==> config.mk <==
export PLATFORM = sky130hd
export DESIGN_NAME = csv_field_tokenizer_top
export DESIGN_NICKNAME = d
export VERILOG_FILES = /design/src/design/csvtok_pkg.sv /design/src/design/csvtok_core.sv /design/src/design/csv_field_tokenizer_top.sv
export SDC_FILE = /design/constraint.sdc
export NUM_CORES = 1
export LEC_CHECK = 0
export CAP_MARGIN = 15
export CORE_MARGIN = 1.5
export CORE_UTILIZATION = 30
export DETAILED_ROUTE_END_ITERATION = 16
export DONT_BUFFER_PORTS = 1
export PLACE_DENSITY = 0.47
export SYNTH_ARGS = -nofsm -noshare
export SYNTH_HDL_FRONTEND = slang
export SYNTH_SLANG_ARGS = --single-unit
==> constraint.sdc <==
create_clock -name clk -period 14.2 [get_ports clk]
set_input_delay 2.84 -clock clk [delete_from_list [all_inputs] [get_ports clk]]
set_output_delay 2.84 -clock clk [all_outputs]
set_load 0.005 [all_outputs]
==> src/design/csvtok_pkg.sv <==
// Shared types and constants for the CSV field tokenizer.
package csvtok_pkg;

    localparam int BYTE_W  = 8;
    localparam int CELL_W  = 16;
    localparam int ROW_W   = 10;
    localparam int COLS_W  = 12;
    localparam int CFG_IDX_W  = 3;
    localparam int CFG_DATA_W = 16;

    // Configuration register indexes
    localparam logic [CFG_IDX_W-1:0] REG_DELIMITER  = 3'd0;
    localparam logic [CFG_IDX_W-1:0] REG_QUOTE      = 3'd1;
    localparam logic [CFG_IDX_W-1:0] REG_NEWLINE    = 3'd2;
    localparam logic [CFG_IDX_W-1:0] REG_FIRST_ROW  = 3'd3;
    localparam logic [CFG_IDX_W-1:0] REG_FIRST_CELL = 3'd4;

    // Reset values of the configuration registers
    localparam logic [BYTE_W-1:0] DELIMITER_RESET = 8'd44;
    localparam logic [BYTE_W-1:0] QUOTE_RESET     = 8'd34;
    localparam logic [BYTE_W-1:0] NEWLINE_RESET   = 8'd10;

    typedef enum logic [1:0] {
        MODE_UNQUOTED,
        MODE_QUOTED,
        MODE_SEEN
    } quote_mode_t;

    typedef struct packed {
        logic                  we;
        logic [CFG_IDX_W-1:0]  index;
        logic [CFG_DATA_W-1:0] data;
    } cfg_write_t;

    typedef struct packed {
        logic [BYTE_W-1:0] char_out;
        logic              char_valid;
        logic              cell_end;
        logic [CELL_W-1:0] cell_index;
        logic              row_end;
        logic [ROW_W-1:0]  row_index;
        logic [COLS_W-1:0] row_columns;
        logic [ROW_W-1:0]  rows_done;
    } result_t;

endpackage

==> src/design/csvtok_core.sv <==
// Tokenizer state, configuration registers and the per-byte step logic.
module csvtok_core
    import csvtok_pkg::*;
#(
    parameter int CELL_MAX_LEN = 256,
    parameter int ROW_LIMIT    = 1024,
    parameter int COL_LIMIT    = 64
)
(
    input  logic              clk,
    input  logic              rst_n,
    input  cfg_write_t        cfg,
    input  logic              step_en,
    input  logic [BYTE_W-1:0] byte_in,
    input  logic              last_byte,
    output result_t           result
);

    localparam int LEN_W = $clog2(CELL_MAX_LEN);
    localparam logic [LEN_W-1:0] LEN_LIMIT = LEN_W'(CELL_MAX_LEN - 1);
    localparam longint CELL_SPAN = longint'(ROW_LIMIT) * longint'(COL_LIMIT) - 64'sd1;
    localparam logic [CELL_W-1:0] CELL_CAP =
        (CELL_SPAN > 64'sd65535) ? 16'hFFFF : CELL_W'(CELL_SPAN);
    localparam logic [ROW_W-1:0] ROW_CAP =
        (ROW_LIMIT - 1 > 1023) ? 10'h3FF : ROW_W'(ROW_LIMIT - 1);
    localparam logic [COLS_W-1:0] COLS_MAX = '1;

    // configuration
    logic [BYTE_W-1:0] delim_reg, quote_reg, newline_reg;
    logic [ROW_W-1:0]  first_row_reg;
    logic [CELL_W-1:0] first_cell_reg;

    // stream state
    quote_mode_t       mode_reg, mode_next;
    logic [LEN_W-1:0]  len_reg, len_next;
    logic [COLS_W-1:0] fc_reg, fc_next;
    logic [CELL_W-1:0] cp_reg, cp_next;
    logic [ROW_W-1:0]  rp_reg, rp_next;

    logic is_delim, is_nl, is_quote;
    logic plain, quoted_put;

    assign is_delim = (byte_in == delim_reg);
    assign is_nl    = (byte_in == newline_reg);
    assign is_quote = (byte_in == quote_reg);

    // plain: byte handled as unquoted text (also after a closing quote)
    assign plain      = (mode_reg == MODE_UNQUOTED) || (mode_reg == MODE_SEEN && !is_quote);
    assign quoted_put = (mode_reg == MODE_QUOTED && !is_quote) ||
                        (mode_reg == MODE_SEEN && is_quote);

    // quoting mode next state
    always_comb
    begin
        case (mode_reg)
            MODE_QUOTED:
            begin
                mode_next = is_quote ? MODE_SEEN : MODE_QUOTED;
            end
            MODE_SEEN:
            begin
                if (is_quote)
                    mode_next = MODE_QUOTED;
                else if (!is_delim && !is_nl)
                    mode_next = MODE_UNQUOTED;
                else
                    mode_next = MODE_UNQUOTED;
            end
            default:
            begin
                if (!is_delim && !is_nl && is_quote)
                    mode_next = MODE_QUOTED;
                else
                    mode_next = MODE_UNQUOTED;
            end
        endcase
        if (last_byte)
            mode_next = MODE_UNQUOTED;
    end

    // results and counters
    logic              put, keep, close1, row1, flush;
    logic [LEN_W-1:0]  len1;
    logic [COLS_W-1:0] fc1, fc_sel;
    logic [CELL_W-1:0] cp1, cp2;
    logic [ROW_W-1:0]  rp_inc, rp_fin;

    always_comb
    begin
        put    = quoted_put || (plain && !is_delim && !is_nl && !is_quote);
        keep   = put && (len_reg < LEN_LIMIT);
        close1 = plain && (is_delim || is_nl);
        row1   = plain && !is_delim && is_nl;

        len1 = close1 ? '0 : len_reg + LEN_W'(keep);
        if (row1)
            fc1 = '0;
        else if (plain && is_delim && fc_reg != COLS_MAX)
            fc1 = fc_reg + 1'b1;
        else
            fc1 = fc_reg;

        cp1 = (close1 && cp_reg < CELL_CAP) ? cp_reg + 1'b1 : cp_reg;
        // end of stream closes a pending cell and its row
        flush = last_byte && (len1 != '0 || fc1 != '0);
        cp2 = (flush && cp1 < CELL_CAP) ? cp1 + 1'b1 : cp1;

        rp_inc = (rp_reg < ROW_CAP) ? rp_reg + 1'b1 : rp_reg;
        rp_fin = (row1 || flush) ? rp_inc : rp_reg;
        fc_sel = row1 ? fc_reg : fc1;

        result.char_out    = keep ? byte_in : '0;
        result.char_valid  = keep;
        result.cell_end    = close1 || flush;
        result.cell_index  = flush ? cp1 : (close1 ? cp_reg : '0);
        result.row_end     = row1 || flush;
        result.row_index   = (row1 || flush) ? rp_reg : '0;
        result.row_columns = !(row1 || flush) ? '0 :
                             (fc_sel == COLS_MAX) ? COLS_MAX : fc_sel + 1'b1;
        result.rows_done   = rp_fin - first_row_reg;

        if (last_byte)
        begin
            len_next = '0;
            fc_next  = '0;
            cp_next  = first_cell_reg;
            rp_next  = first_row_reg;
        end
        else
        begin
            len_next = len1;
            fc_next  = fc1;
            cp_next  = cp2;
            rp_next  = rp_fin;
        end
    end

    always_ff @(posedge clk or negedge rst_n)
    begin
        if (!rst_n)
        begin
            delim_reg      <= DELIMITER_RESET;
            quote_reg      <= QUOTE_RESET;
            newline_reg    <= NEWLINE_RESET;
            first_row_reg  <= '0;
            first_cell_reg <= '0;
            mode_reg       <= MODE_UNQUOTED;
            len_reg        <= '0;
            fc_reg         <= '0;
            cp_reg         <= '0;
            rp_reg         <= '0;
        end
        else
        begin
            if (step_en)
            begin
                mode_reg <= mode_next;
                len_reg  <= len_next;
                fc_reg   <= fc_next;
                cp_reg   <= cp_next;
                rp_reg   <= rp_next;
            end
            if (cfg.we)
            begin
                case (cfg.index)
                    REG_DELIMITER:  delim_reg   <= cfg.data[BYTE_W-1:0];
                    REG_QUOTE:      quote_reg   <= cfg.data[BYTE_W-1:0];
                    REG_NEWLINE:    newline_reg <= cfg.data[BYTE_W-1:0];
                    REG_FIRST_ROW:
                    begin
                        first_row_reg <= cfg.data[ROW_W-1:0];
                        rp_reg        <= cfg.data[ROW_W-1:0];
                    end
                    REG_FIRST_CELL:
                    begin
                        first_cell_reg <= cfg.data[CELL_W-1:0];
                        cp_reg         <= cfg.data[CELL_W-1:0];
                    end
                    default: ;
                endcase
            end
        end
    end

endmodule

==> src/design/csv_field_tokenizer_top.sv <==
// Top level of the streaming CSV field tokenizer.
// The tokenizer takes one byte of CSV text per cycle unless stalled and
// returns exactly one result per byte: the byte itself when it is kept in
// the current cell, a cell-end flag with the cell's storage index, and a
// row-end flag with the row's index and column count, plus the running
// number of rows of this stream. Each byte passes an input request register,
// then the result register. The rate is set by the update of the quoting
// mode, cell length, column count and the two index pointers, which every
// byte reads and writes. While a result waits on a stalled master side, one
// more byte is taken into the input register; s_tready then stays low until
// the waiting result is taken.
// Configuration (delimiter, quote and newline bytes, first row and first cell
// index) is written through cfg_we/cfg_index/cfg_data while the stream is
// idle; writing first_row or first_cell also reloads the matching pointer.
// The byte marked by s_tlast flushes any open cell and row and restarts the
// stream state. No clearing pass is needed after reset.
module csv_field_tokenizer_top
    import csvtok_pkg::*;
#(
    parameter int CELL_MAX_LEN = 256,
    parameter int ROW_LIMIT    = 1024,
    parameter int COL_LIMIT    = 64
)
(
    input  logic                  clk,
    input  logic                  rst_n,
    // configuration write port
    input  logic                  cfg_we,
    input  logic [CFG_IDX_W-1:0]  cfg_index,
    input  logic [CFG_DATA_W-1:0] cfg_data,
    // input byte stream
    input  logic                  s_tvalid,
    output logic                  s_tready,
    input  logic [7:0]            s_tdata,   // [7:0] byte_in
    input  logic                  s_tlast,   // last_byte
    // result stream
    output logic                  m_tvalid,
    input  logic                  m_tready,
    // [7:0] char_out, [23:8] cell_index, [33:24] row_index,
    // [45:34] row_columns, [55:46] rows_done
    output logic [55:0]           m_tdata,
    output logic [1:0]            m_tuser,   // [0] char_valid, [1] cell_end
    output logic                  m_tlast    // row_end
);

    // input request register
    logic              in_valid_reg, in_valid_next;
    logic [BYTE_W-1:0] in_byte_reg;
    logic              in_last_reg;

    // result register
    logic              out_valid_reg, out_valid_next;
    result_t           out_reg;

    result_t           step_result;
    cfg_write_t        cfg;
    logic              advance;

    // the byte in the input register steps the tokenizer when the
    // result register is empty or being taken this cycle
    assign advance  = in_valid_reg && (!out_valid_reg || m_tready);
    assign s_tready = !in_valid_reg || advance;

    assign cfg.we    = cfg_we;
    assign cfg.index = cfg_index;
    assign cfg.data  = cfg_data;

    csvtok_core #(
        .CELL_MAX_LEN (CELL_MAX_LEN),
        .ROW_LIMIT    (ROW_LIMIT),
        .COL_LIMIT    (COL_LIMIT)
    ) u_core (
        .clk       (clk),
        .rst_n     (rst_n),
        .cfg       (cfg),
        .step_en   (advance),
        .byte_in   (in_byte_reg),
        .last_byte (in_last_reg),
        .result    (step_result)
    );

    always_comb
    begin
        in_valid_next = in_valid_reg;
        if (s_tvalid && s_tready)
            in_valid_next = 1'b1;
        else if (advance)
            in_valid_next = 1'b0;

        out_valid_next = out_valid_reg;
        if (advance)
            out_valid_next = 1'b1;
        else if (m_tready)
            out_valid_next = 1'b0;
    end

    always_ff @(posedge clk or negedge rst_n)
    begin
        if (!rst_n)
        begin
            in_valid_reg  <= 1'b0;
            out_valid_reg <= 1'b0;
        end
        else
        begin
            in_valid_reg  <= in_valid_next;
            out_valid_reg <= out_valid_next;
        end
    end

    // payload registers, no reset
    always_ff @(posedge clk)
    begin
        if (s_tvalid && s_tready)
        begin
            in_byte_reg <= s_tdata;
            in_last_reg <= s_tlast;
        end
        if (advance)
            out_reg <= step_result;
    end

    assign m_tvalid = out_valid_reg;
    assign m_tdata  = {out_reg.rows_done, out_reg.row_columns, out_reg.row_index,
                       out_reg.cell_index, out_reg.char_out};
    assign m_tuser  = {out_reg.cell_end, out_reg.char_valid};
    assign m_tlast  = out_reg.row_end;

endmodule

### Word-level counts from Yosys, hierarchy flattened

Cells that the tools add are included.

* flip-flop bits (word level): 168
* output and inout bits: 61

* $add $sub $neg: 7
* order comparisons: 4
* equal/unequal tests: 11
* muxes and demuxes: 30
* reduce and logical (&&, ||, !) cells: 43

Operators with widths (number)
* 16-bit two-way mux: 8
* 10-bit two-way mux: 6
* 12-bit two-way mux: 5
* 16-bit by 1-bit adder with 16-bit output (second input constant): 2
* 16-bit < comparator (second input constant): 2
* 12-bit by 1-bit adder with 12-bit output (second input constant): 2
* 8-bit equality test: 3
* 1-bit logical AND: 18
* 8-bit two-way mux: 2
* 12-bit equality test (second input constant): 1
* 12-bit inequality test (second input constant): 1
* 12-bit nonzero test: 1
* 10-bit by 1-bit adder with 10-bit output (second input constant): 1
* 10-bit < comparator (second input constant): 1
* 2-bit AND reduction: 5
* 10-bit subtractor: 1
* 1-bit logical OR: 9
* 8-bit by 1-bit adder with 8-bit output: 1
* 8-bit < comparator (second input constant): 1
* 8-bit nonzero test: 1
* 3-bit by 2-bit equality test with 1-bit output (second input constant): 2
* 1-bit two-way mux: 6
* 1-bit logical NOT: 5
* 2-bit two-way mux: 2
* 8 further kinds: 9

### Longest topological paths before layout

* word-level depth: 20
* gate-level depth with buffers: 29

### Modules after synthesis

From an unflattened synthesis, not the netlist that was laid out.

* cells, all modules: 959
* area, all modules: 9484.1 sq um

Modules (own cells, without submodules)
* csvtok_core: instances 1, cells an instance 883, area an instance 7338.3 sq um
* csv_field_tokenizer_top: instances 1, cells an instance 76, area an instance 2145.8 sq um

### Least setup slack after synthesis

Ideal clock, no wire load.

* path type: reg2reg
* start point: register in_byte_reg[3]
* end point: register out_reg, in the netlist m_tdata[55] (data pin)
* setup time: 0.260 ns
* arrival time: 6.040 ns
* data required time: 13.940 ns
* setup slack: 7.900 ns
* stages on the path, launching flop included: 28
* clock period less this slack: 6.300 ns
* cell sequence: edfxtp_1 xor2_1 nor4_2 nand2_1 o21ai_0 a21oi_1 ha_1 ha_1 or4_1 o21ai_0 o2111ai_1 a22o_1 or4b_1 or2_1 buf_6 o211ai_4 mux2_2 ha_1 nor2b_1 o21ai_0 a21boi_0 o21ai_0 nand2b_1 a31o_2 a21o_1 a21o_1 xnor2_1 xnor2_1

RTL lines
* from (decl): line csv_field_tokenizer_top.sv:48 `logic [BYTE_W-1:0] in_byte_reg;`
* from (signal assigned): line csv_field_tokenizer_top.sv:116 `in_byte_reg <= s_tdata;`
* to (signal assigned): line csv_field_tokenizer_top.sv:120 `out_reg <= step_result;`
* to (decl): line csv_field_tokenizer_top.sv:53 `result_t out_reg;`

==> metrics.yaml <==
run_status:
  status: "complete, no violations"
sta:
  setup_violations: 0
  fin_hold_ws_ns: 0.4784
  fin_crit_ns: 7.416
  slew_headroom_pct: 27.90
  finalMaxSlewViolations: 0
  rsz0062_at_grt: "no"
  finalCritPeriodShare_pct: 52.22
  finalHoldViolCount: 0
  fmax_ghz: 0.1348
  skew_ns: 0.01764
  tightestPinTransition_ns: 1.078
  fin_tns_setup_ns: 0
yosys:
  netlist_area_um2: 9508
  synth.area.mux_share_pct: 4.553
  ys_warn_count: 0
  synth-adder-area-share_pct: 2.579
  ys_ff_latch: 168
  synth_fp_nets: 1034
  synth_ff_type: "dfrtp_1"
  synth_edf_count: 68
  synthesis.instances: 982
  avgSynthCellArea_um2: 9.682
  synth_simple_gate_area_share_pct: 19.71
  ys_seq_area_share_pct: 47.89
  yosysUniqueCellTypes: 76
  synthArstFlopShare_pct: 59.52
  synthXorXnorAreaFrac_pct: 5.066
  synth_compound_area_share_pct: 16.32
  synth_top_family_by_area: "simple AND/OR/NAND/NOR gates"
finish:
  final_util_pct: 33.15
  antenna_cells: 0
  largest_reg_flops: 56
  n_fill_cell: 3197
  area_growth_syn_to_layout_pct: 9.462
  regArea_um2: 4553
  multi_input_area_um2: 4593
  nNetsFinal: 1004
  drive_gt1_share_pct: 10.05
power_and_ir_drop:
  power.leakage_nw: 3.898
  ir_drop_mv: 0.05965
  switching_share_pct: 31.41
  pwr-share-seq_pct: 47.2
  p_sw_w: 0.0004685
  power_density_nw_per_um2: 143.3
  cell_internal_pwr_w: 0.001023
  p_clk_share_pct: 31.1
  pwr-share-comb_pct: 21.7
setup_path:
  crit_path_end_kind: "flop"
  cp_max_fo: 19
  critPathBufInv: 1
  crit_arrival_ns: 7.59
  crit_slowest_cell: "or4_1"
  crit_family: "compound AO/OA/AOI/OAI gates"
  critPathLaunchType: "flop"
  cpPeakStageDelay_ns: 0.52
  path_common_cell: "o21ai_0"
  crit_required_ns: 14.38
  worstSetupPathType: "reg2reg"
place:
  place_congestion: 0.8449
  post-dp-hpwl_um: 18030
  io_buffer_count: 0
flow_run:
  maxCapViolCount: 0
cts:
  cts_sinks: 168
  worstSkewPairLatency_ns: 0.43
  htreeDepth: 4
  clk_pin_slew_ns: 0.07
  numCtsBuffers: 17
  cts_tree: "done"
  clock_path_buffers: 2
  ctsHoldBuffers: 0
  cts_setup_buffers: 0
  root_buffer: "clkbuf_16"
  post_cts_resized: 0
routing:
  ant_nets: 0
  routed_wl_um: 26430
  route.detailed.drc: 0
  post_drt_wl_per_cell_um: 19.33
  via_count: 7265
  dr.pass1.iters: 5
  vias_per_cell: 5.315
  drt_iter0_markers: 583
global_route:
  grt_pass1_wl_um: 41910
  overflow: 0
  antenna_found_initial: 0
  track_usage_pct: 16.43
  grt_max_degree: 101
  grt_pass1_vias: 7156
die:
  design.die.area_um2: 32770
  die_x_um: 181.0
  core_um2: 31390
  core.rowCount: 65
  io_pins: 94
  die_h_um: 181.0
  start_util_pct: 30.29
hold_path:
  hold_path.class: "reg2reg"
[cells in the final DEF (no fill, tap or decap), drive strengths merged, types with 8 or more instances in the layout]
cell    count
inv        29
xor2       17
a221oi      9
buf        10
nand2b      8
nor2       62
or3        13
clkbuf     22
nand3      36
nor4        8
o31ai      11
and3       14
ha         18
xnor2      38
nor3       25
nand2     146
nand4      21
a31oi      16
dfrtp      93
edfxtp     68
o21ai      64
o221ai     11
o211ai     13
and2       28
a21o        9
mux2       34
a21oi      40
[layout make-up]
class | instances | area share, %
Tap cell | 402 | 4.833
Timing Repair Buffer | 10 | 0.7213
Clock inverter | 10 | 1.166
Multi-Input combinational cell | 727 | 44.13
Sequential cell | 168 | 43.75
Inverter | 28 | 1.034
Clock buffer | 22 | 4.364
[power by group through the flow]
| stage | registers (W) | logic [W] | clock network (W) |
|---|---|---|---|
| after CTS | 0.000704 | 0.000328 | 0.000476 |
| after global routing | 0.000718 | 0.000367 | 0.000496 |
| after global placement | 0.000713 | 0.000323 | 0 |
| after detailed placement | 0.000713 | 0.000326 | 0 |
| after floorplan | 0.000671 | 0.000279 | 0 |
| final | 0.000704 | 0.000324 | 0.000464 |
[kinds of logic (layout without fill, tap and decap cells)]
| kind of cell | count (synthesis) | after routing |
|---|---|---|
| buffers and inverters | 87 | 70 |
| xor gates and xnor gates | 55 | 55 |
| and+or+nand+nor | 386 | 386 |
| adders and majority gates | 19 | 19 |
| DFF | 168 | 168 |
| AOI/OAI and AO/OA | 228 | 228 |
| muxes | 39 | 39 |
[final timing paths]
check                                         startpoint                        to  slack (ns)  cells past startpoint
worst max register to register            in_byte_reg[3]               m_tdata[55]        6.78                     28
worst max-delay path                      in_byte_reg[3]               m_tdata[55]        6.78                     28
worst min register to register  u_core.first_cell_reg[1]  u_core.first_cell_reg[1]        0.48                      2
worst min-delay path            u_core.first_cell_reg[1]  u_core.first_cell_reg[1]        0.48                      2
max in group asynchronous                          rst_n       u_core.quote_reg[5]       11.90                      0
min in group asynchronous                          rst_n       u_core.quote_reg[3]        2.09                      0
[layer usage]
layer  GRT usage [%]  vias to the layer above  part of all wire (%)
li1                -                     3523                     -
met1           22.55                     3548                    48
met2           25.50                      161                    45
met3           3.487                       33                   4.3
met4           6.033                        0                   2.3
met5               0                        -                     0
[synthesized netlist by cell type (7+ instances only)]
master | instances | share of area (%)
xor2_1 | 17 | 1.6
o21ai_0 | 59 | 3.1
a221oi_1 | 9 | 0.83
mux2_2 | 32 | 3.8
or3_1 | 13 | 0.86
a21oi_1 | 40 | 2.1
nor3_1 | 25 | 1.3
o22ai_1 | 7 | 0.46
buf_2 | 7 | 0.37
dfrtp_1 | 93 | 24
edfxtp_1 | 68 | 21
nand4_1 | 21 | 1.4
a31oi_1 | 15 | 0.99
and3_1 | 14 | 0.92
clkbuf_1 | 43 | 1.7
xnor2_1 | 38 | 3.5
inv_1 | 26 | 1.0
and2_1 | 26 | 1.7
dfstp_2 | 7 | 1.9
nor2_1 | 62 | 2.4
a21o_1 | 9 | 0.71
o211ai_1 | 12 | 0.95
nand2b_1 | 8 | 0.53
nand3_1 | 36 | 1.9
o221ai_1 | 11 | 1.0
ha_1 | 18 | 2.4
o31ai_1 | 11 | 0.87
nand2_1 | 146 | 5.8
[worst reg2reg max path: cells and delay by family (launching register included)]
family / cells / cell delay, ns
buffers and inverters: 1 / 0.26
AND/OR/NAND/NOR: 7 / 2.39
adder cells (fa/ha/maj): 3 / 0.88
AO/OA/AOI/OAI: 13 / 2.50
flip-flops: 1 / 0.47
XOR/XNOR: 4 / 0.68
[per-stage QoR]
step	total power (W)	area, um^2	cells	setup slack (ns)
after floorplan	0.0009499	9508	982	7.900
after global placement	0.001035	9832	1335	6.938
after detailed placement	0.001039	9832	1335	6.737
after CTS	0.001509	10410	1367	6.717
after global routing	0.001581	10410	1367	6.056
final	0.001492	10410	1367	6.784
No activity file was read; power rests on OpenSTA's default activity.
